===== config.mk =====
export PLATFORM = sky130hd
export DESIGN_NAME = value_record_checker_crc32
export DESIGN_NICKNAME = d
export VERILOG_FILES = /design/src/hw/rtl/vrc_pkg.sv /design/src/hw/rtl/value_record_checker_crc32.sv
export VERILOG_INCLUDE_DIRS = /design/src /design/src/hw/rtl
export SDC_FILE = /design/constraint.sdc
export NUM_CORES = 1
export LEC_CHECK = 0
export BUFFER_PORTS_ARGS = -buffer_cell sky130_fd_sc_hd__buf_2
export CORE_MARGIN = 2
export CORE_UTILIZATION = 60
export CTS_CLUSTER_DIAMETER = 150
export DETAILED_ROUTE_END_ITERATION = 12
export PLACE_DENSITY = 0.75
export SLEW_MARGIN = 15
export SYNTH_ARGS = -nofsm -noshare
export SYNTH_HDL_FRONTEND = slang
export SYNTH_SLANG_ARGS = --single-unit
export TNS_END_PERCENT = 50

===== constraint.sdc =====
create_clock -name clk -period 6.25 [get_ports clk]
set_input_delay 0.625 -clock clk [delete_from_list [all_inputs] [get_ports clk]]
set_output_delay 0.625 -clock clk [all_outputs]
set_load 0.01 [all_outputs]

===== src/hw/rtl/value_record_checker_crc32_defines.svh =====
// assertion macros for the record checker
// no dependencies; included by the top level
`ifndef VALUE_RECORD_CHECKER_CRC32_DEFINES_SVH
`define VALUE_RECORD_CHECKER_CRC32_DEFINES_SVH

// same-cycle implication, disabled during reset
`define VRC_ASSERT_NOW(label, clk, rst, ante, cons) \
  label: assert property (@(posedge clk) disable iff (rst) (ante) |-> (cons)) \
    else $error("record checker assertion failed");

// next-cycle implication, disabled during reset
`define VRC_ASSERT_NEXT(label, clk, rst, ante, cons) \
  label: assert property (@(posedge clk) disable iff (rst) (ante) |=> (cons)) \
    else $error("record checker assertion failed");

`endif


===== src/hw/rtl/vrc_pkg.sv =====
// constants, status codes and the byte-wide crc-32 update for the record checker
// no dependencies
package vrc_pkg;

  localparam int unsigned MAX_VALUE_BYTES_DEF = 4096;
  localparam int unsigned HDR_BYTES           = 20;
  localparam int unsigned VLEN_W              = 13;

  localparam logic [31:0] CRC_POLY = 32'hEDB8_8320;
  localparam logic [31:0] CRC_INIT = 32'hFFFF_FFFF;

  // "MKV1"
  localparam logic [7:0] MAGIC [4] = '{8'h4D, 8'h4B, 8'h56, 8'h31};

  typedef enum logic [2:0] {
    ST_OK           = 3'd0,
    ST_BAD_SIZE     = 3'd1,
    ST_BAD_HEADER   = 3'd2,
    ST_LEN_MISMATCH = 3'd3,
    ST_CRC_MISMATCH = 3'd4
  } status_t;

  // reflected crc-32, one byte, lsb first
  function automatic logic [31:0] crc_byte(input logic [31:0] crc_in, input logic [7:0] b);
    logic [31:0] c;
    c = crc_in ^ {24'd0, b};
    for (int k = 0; k < 8; k++) begin
      c = c[0] ? ((c >> 1) ^ CRC_POLY) : (c >> 1);
    end
    return c;
  endfunction

endpackage


===== src/hw/rtl/value_record_checker_crc32.sv =====
// Record checker: takes one byte of a header-framed record per cycle (20-byte header
// with magic "MKV1", version 1, flags, 64-bit value length and crc-32 of the value,
// then the value bytes). Each value byte is passed out as it arrives; the word for
// the byte marked last carries done_res and the check status. A byte is accepted
// every cycle while the result side keeps up; each result appears in the cycle after
// its byte is accepted, in a single output register, with the byte-wide crc-32
// update and header capture done combinationally between the input and that register.
// Depends on vrc_pkg and value_record_checker_crc32_defines.svh.
`include "value_record_checker_crc32_defines.svh"

module value_record_checker_crc32
  import vrc_pkg::*;
#(
  parameter int unsigned MAX_VALUE_BYTES = MAX_VALUE_BYTES_DEF
) (
  input  logic              clk,
  input  logic              rst,
  input  logic              in_valid,
  output logic              in_ready,
  input  logic [7:0]        file_byte,
  input  logic              last_byte,
  output logic              out_valid,
  input  logic              out_ready,
  output logic [7:0]        value_byte,
  output logic              value_byte_valid,
  output logic              done_res,
  output logic [2:0]        check_status,
  output logic [VLEN_W-1:0] value_length
);

  localparam int unsigned LIMIT = HDR_BYTES + MAX_VALUE_BYTES;
  localparam int unsigned CNT_W = $clog2(LIMIT + 1);

  // record state
  logic [CNT_W-1:0] byte_count, byte_count_next;
  logic             too_long_flag, too_long_flag_next;
  logic             magic_ok, magic_ok_next;
  logic [15:0]      version_field, version_field_next;
  logic [63:0]      length_field, length_field_next;
  logic [31:0]      stored_crc, stored_crc_next;
  logic [31:0]      running_crc, running_crc_next;

  // result register
  logic [7:0]        value_byte_next;
  logic              value_byte_valid_next;
  status_t           status, status_next;
  logic [VLEN_W-1:0] value_length_next;
  logic [CNT_W-1:0]  vlen;

  logic accept;

  assign in_ready = !out_valid || out_ready;
  assign accept   = in_valid && in_ready;

  always_comb begin
    byte_count_next       = byte_count;
    too_long_flag_next    = too_long_flag;
    magic_ok_next         = magic_ok;
    version_field_next    = version_field;
    length_field_next     = length_field;
    stored_crc_next       = stored_crc;
    running_crc_next      = running_crc;
    value_byte_valid_next = 1'b0;
    status_next           = ST_OK;

    if (byte_count >= CNT_W'(LIMIT)) begin
      too_long_flag_next = 1'b1;
    end else begin
      if (byte_count < CNT_W'(4)) begin
        if (file_byte != MAGIC[byte_count[1:0]]) magic_ok_next = 1'b0;
      end else if (byte_count < CNT_W'(6)) begin
        version_field_next[8*byte_count[0] +: 8] = file_byte;
      end else if (byte_count < CNT_W'(8)) begin
        // reserved flags, ignored
      end else if (byte_count < CNT_W'(16)) begin
        length_field_next[8*byte_count[2:0] +: 8] = file_byte;
      end else if (byte_count < CNT_W'(HDR_BYTES)) begin
        stored_crc_next[8*byte_count[1:0] +: 8] = file_byte;
      end else begin
        running_crc_next      = crc_byte(running_crc, file_byte);
        value_byte_valid_next = 1'b1;
      end
      byte_count_next = byte_count + CNT_W'(1);
    end

    vlen = (byte_count_next >= CNT_W'(HDR_BYTES)) ?
           (byte_count_next - CNT_W'(HDR_BYTES)) : '0;
    value_length_next = VLEN_W'(vlen);
    value_byte_next   = value_byte_valid_next ? file_byte : 8'd0;

    if (last_byte) begin
      if (too_long_flag_next || byte_count_next < CNT_W'(HDR_BYTES)) begin
        status_next = ST_BAD_SIZE;
      end else if (!magic_ok_next || version_field_next != 16'd1) begin
        status_next = ST_BAD_HEADER;
      end else if (length_field_next != 64'(vlen)) begin
        status_next = ST_LEN_MISMATCH;
      end else if ((running_crc_next ^ CRC_INIT) != stored_crc_next) begin
        status_next = ST_CRC_MISMATCH;
      end else begin
        status_next = ST_OK;
      end
    end
  end

  always_ff @(posedge clk) begin
    if (rst || (accept && last_byte)) begin
      byte_count    <= '0;
      too_long_flag <= 1'b0;
      magic_ok      <= 1'b1;
      version_field <= '0;
      length_field  <= '0;
      stored_crc    <= '0;
      running_crc   <= CRC_INIT;
    end else if (accept) begin
      byte_count    <= byte_count_next;
      too_long_flag <= too_long_flag_next;
      magic_ok      <= magic_ok_next;
      version_field <= version_field_next;
      length_field  <= length_field_next;
      stored_crc    <= stored_crc_next;
      running_crc   <= running_crc_next;
    end
  end

  always_ff @(posedge clk) begin
    if (rst) begin
      out_valid <= 1'b0;
    end else if (accept) begin
      out_valid <= 1'b1;
    end else if (out_ready) begin
      out_valid <= 1'b0;
    end
  end

  always_ff @(posedge clk) begin
    if (accept) begin
      value_byte       <= value_byte_next;
      value_byte_valid <= value_byte_valid_next;
      done_res         <= last_byte;
      status           <= status_next;
      value_length     <= value_length_next;
    end
  end

  assign check_status = status;

  `VRC_ASSERT_NOW(a_count_in_range, clk, rst, 1'b1, byte_count <= CNT_W'(LIMIT))
  `VRC_ASSERT_NEXT(a_restart_after_last, clk, rst, accept && last_byte,
                   byte_count == '0 && running_crc == CRC_INIT)
  `VRC_ASSERT_NOW(a_status_only_when_done, clk, rst, out_valid && !done_res,
                  status == ST_OK)
  `VRC_ASSERT_NOW(a_byte_zero_outside_value, clk, rst, out_valid && !value_byte_valid,
                  value_byte == 8'd0)

endmodule


== Word-level counts from Yosys, hierarchy flattened ==
Index checks and enable logic that the tools add are counted.
Storage, ports and cells
  word-level logic and storage cells: 114
  register bits: 186
Operators by class
  equal/unequal tests: 4
  multiplexer cells: 52
  add/subtract/negate cells: 5
  bitwise gates (word level): 12
  $lt $le $gt $ge: 9
  reduce and logical (&&, ||, !) cells: 11
  shift-type cells: 6
Operators by type and width (count)
  $mux 32: 20
  $mux 64: 5
  $not 13->14: 8
  $bwmux 64: 1
  $ne 64x13->1: 1
  $shift 8x34->64 const A: 1
  $shiftx 8x34->64: 1
  $mux 16: 3
  $lt 13x5->1 const B: 3
  $neg 4->34: 1
  $neg 5->34: 1
  $neg 6->34: 1
  $shift 8x34->16 const A: 1
  $shift 8x34->32 const A: 1
  $shiftx 8x34->16: 1
  $shiftx 8x34->32: 1
  $bwmux 32: 1
  $ne 32x32->1: 1
  $not 32->32: 1
  $xor 32x8->32: 1
  $lt 13x3->1 const B: 2
  $mux 13: 2
  $bmux 8 s2: 1
  $bwmux 16: 1
  other kinds (20): 39

== Longest topological paths before layout ==
  word-level depth: 29
  depth in mapped cells: 17
  gate-level depth less buffers: 13

== Least setup slack after synthesis ==
No wires, ideal clock.
  path type: register -> register
  start: register byte_count[0]
  end: register status[0] (netlist: check_status[0]) (data pin)
  data arrival time: 4227 ps
  period minus slack after synthesis: 4491 ps
  stages on the path, launching flop included: 17
  data required time: 5986 ps
  buffers on the path: 3
  setup slack: 1759 ps
  cell sequence: dfxtp_1 > clkbuf_1 > clkbuf_1 > inv_2 > ha_1 > ha_1 > or4b_2 > nor4_1 > buf_2 > mux2i_1 > o22ai_1 > o21ai_0 > o2111ai_1 > nor4_1 > and4_1 > a31oi_1 > o41a_1
On the way
  word-level cells in the longest chain between the ends: 12
  elaborated cells between the ends (all ways): 44
RTL lines
  from (decl): line value_record_checker_crc32.sv:35  | logic [CNT_W-1:0] byte_count, byte_count_next;
  from (signal assigned): line value_record_checker_crc32.sv:116  | byte_count <= byte_count_next;
  branches (longest 11 deep; another with $add 13x1->13)
  $mux 1 (*): line value_record_checker_crc32.sv:92  | if (too_long_flag_next || byte_count_next < CNT_W'(HDR_BYTES)) begin
  to (signal assigned): line value_record_checker_crc32.sv:141  | status <= status_next;
  to (decl): line value_record_checker_crc32.sv:46  | status_t status, status_next;
Every way passes the cells marked *. The select of a mux whose other input is x is not followed.
A chain may end at the register's enable or synchronous reset.

== Worst setup path after layout ==
  start: register byte_count[1]
  end: register status[0] (netlist: check_status[0]) (data pin)
Same word-level chain as after synthesis.

==> flow_summary.toml <==
[global_route]
grt_start_max_net_pins = 78
grtUsageMet1 = 0.4578
grt_util_met2 = 0.4773
grt_use_met3 = 0.06607
grt_pass1_wl_um = 49540
grt_usage = 0.3184
gr-total-overflow = 0
grt_pass1_vias = 9046
antenna_found_initial = 0
grt.busiest_layer = "met2"

[logic_synthesis]
synth_edf_count = 26
synth_area_leaders = "dfxtp_1, nand2_1, edfxtp_1"
synth_top_area_share = 0.2892
avgSynthCellArea_um2 = 8.042
syn_area_um2 = 11070
yosysTopAreaCell = "dfxtp_1"
syn_inst = 1377
synth_common_cells = "nand2_1, dfxtp_1, a21oi_1, nor2_1, xnor2_1"
ys_ff_latch = 186
synth_warnings = 0
synthFlopType = "dfxtp_1"
async_reset_ff_frac = 0
yosysSeqAreaShare = 0.3597
synth_cell_type_count = 81
synth.most_common_cell = "nand2_1"
synthesis.nets = 1398

[setup_path]
slowest_delay_ns = 0.68
cp_num_buf_inv = 2
r2r-end = "check_status[0]"
worst_ep_arrival_time_ns = 5.30
cpMaxStageDelayCell = "or4b_2"
reg2reg_depth = 14
critPathKind = "flop to flop"
reg2reg_from = "byte_count[1]"
worstPathRequired_ns = 6.44
cp_common_cell = "ha_1"
cp.depth = 14
cp_top_family = "simple AND/OR/NAND/NOR gates"
timing.reg2reg.setup_slack_ns = 1.15
cp_cell_sequence = "inv_1 > ha_1 > ha_1 > or4b_2 > nor4_2 > buf_4 > mux2i_1 > nand2_1 > nor3_1 > or4b_1 > nor4_1 > and4_1 > a31oi_1 > o41a_1"
critPathCaptureType = "flop"
path_max_fanout = 18
cp-start-kind = "flop"

[floorplanning]
ioPinCount = 41
dieArea_um2 = 19560
core_area_um2 = 18020
initial_core_util = 0.6144
fp-row-count = 49
die_height_um = 139.9
die_w_um = 139.9

[sta]
relSlewSlack = 0.2258
finalSetupViolCount = 0
fin_setup_tns_ns = 0
period_needed_ns = 5.105
fin_crit_sh = 0.8167
rsz0062_at_grt = "no"
final-hold-violation-count = 0
drv_slew = 0
tightest_slew_ns = 1.153
fin_worst_skew_ns = 0.01093
fmax_mhz = 195.9
holdWs_ns = 0.3965

[layout]
diodes = 0
fin_nets = 1371
area_growth_pct = 7.344
drive_above_1_share = 0.09111
fillers = 1566

[placed_design]
io_buffer_count = 40
gp_congestion = 0.9623
dpl.hpwl_um = 21390

[cts]
cts_buffer_depth = 2
cts_root_buf = "clkbuf_16"
cts_sinks = 186
clk_latency_ns = 0.45
cts_tree = "done"
clk_pin_slew_worst_paths_ns = 0.07
hold_buffers = 0
postCtsSetupRepairBufs = 0
cts.repair.resized = 0
h-tree-depth = 4
cts_inserted_buffers = 17

[routing]
routedWlPerCell_um = 19.81
firstDrtPassIters = 5
drc = 0
wl_um = 31500
vias = 10002
antenna_left = 0
vias_per_cell = 6.291
drt_iter0_drc = 943

[min_path]
hold_depth = 2
hold_start = "rst"
hp-class = "primary input to flop"
hold_end = "out_valid"

[run_status]
outcome = "finished clean"

[run]
drv_cap = 0

[power_and_ir_drop]
p_per_area_nw_per_um2 = 235.7
peakVddDrop_mv = 0.2213
power.leakage_uw = 0.004413
==> final cells by class <==
cell class | count | area [um^2] | area share
Multi-Input combinational cell | 1077 | 6636 | 0.5583
Timing Repair Buffer | 55 | 312.8 | 0.02631
Tap cell | 229 | 286.5 | 0.02410
Inverter | 13 | 51.30 | 0.004315
Clock buffer | 19 | 464.2 | 0.03905
Sequential cell | 186 | 3984 | 0.3351
Clock inverter | 11 | 152.6 | 0.01284
==> kinds of logic after synthesis <==
group,Yosys count,synth area share
AOI/OAI and AO/OA,285,0.1616
DFF,186,0.3597
and+or+nand+nor,581,0.2541
adders and majority gates,8,0.009039
xor gates and xnor gates,134,0.1098
muxes,69,0.06304
buffers and inverters,114,0.04271
==> cells in the final DEF, fill, tap and decap left out, drive strengths merged, types with 5 or more instances in the layout <==
| cell type | n |
|---|---|
| a2111oi | 5 |
| nor2 | 127 |
| ha | 8 |
| edfxtp | 26 |
| dfxtp | 160 |
| xnor2 | 84 |
| mux2 | 6 |
| or3 | 12 |
| o21ai | 41 |
| and3 | 25 |
| a211oi | 20 |
| a31oi | 5 |
| clkbuf | 19 |
| a311oi | 5 |
| or2 | 9 |
| nand2 | 217 |
| nor2b | 15 |
| nand3 | 48 |
| xor2 | 48 |
| o22ai | 7 |
| nand2b | 8 |
| a21oi | 126 |
| nand3b | 6 |
| mux2i | 63 |
| o211ai | 28 |
| and2 | 13 |
| nor4 | 31 |
| inv | 19 |
| nor3 | 26 |
| or4 | 9 |
| nand4 | 16 |
| o21a | 5 |
| a21o | 6 |
| buf | 55 |
==> metal layers <==
| metal | vias to the layer above | routed length [um] |
|---|---|---|
| met5 | - | 0 |
| met4 | 0 | 789 |
| met3 | 69 | 2768 |
| met2 | 437 | 13900 |
| met1 | 4693 | 14050 |
| li1 | 4803 | - |
==> metrics by stage <==
stage	std cells	worst slack, ns	area [um^2]	util	total power (uW)
floorplan	1377	1.759	11070	-	1561
global placement	1560	1.394	11270	0.6252	1656
detailed placement	1560	1.242	11270	0.6252	1661
CTS	1590	1.215	11890	0.6594	2805
global route	1590	0.8708	11890	0.6595	2888
finish	1590	1.146	11890	0.6595	2801
==> state kept, by name, indices dropped and copies added (netlist names) <==
name and count:
done_res 1, running_crc 32, out_valid 1, check_status 3
byte_count 13, stored_crc 32, value_byte_valid 1, value_length 13
length_field 64, value_byte 8, magic_ok 1, too_long_flag 1
version_field 16
==> power breakdown <==
group	total, uW	switching [uW]	internal, uW
Combinational	401	265	136
Clock	1160	492	665
Sequential	1240	13.4	1230
==> how the worst max path moves through the flow <==
stage	from	endpoint	slack [ns]
finish	byte_count[1]	check_status[0]	1.15
global route	byte_count[1]	check_status[0]	0.87
CTS	byte_count[1]	check_status[0]	1.22
detailed placement	byte_count[1]	check_status[0]	1.24
global placement	byte_count[1]	check_status[0]	1.39
floorplan	byte_count[0]	check_status[0]	1.76
Power figures use the tool's default switching activity.
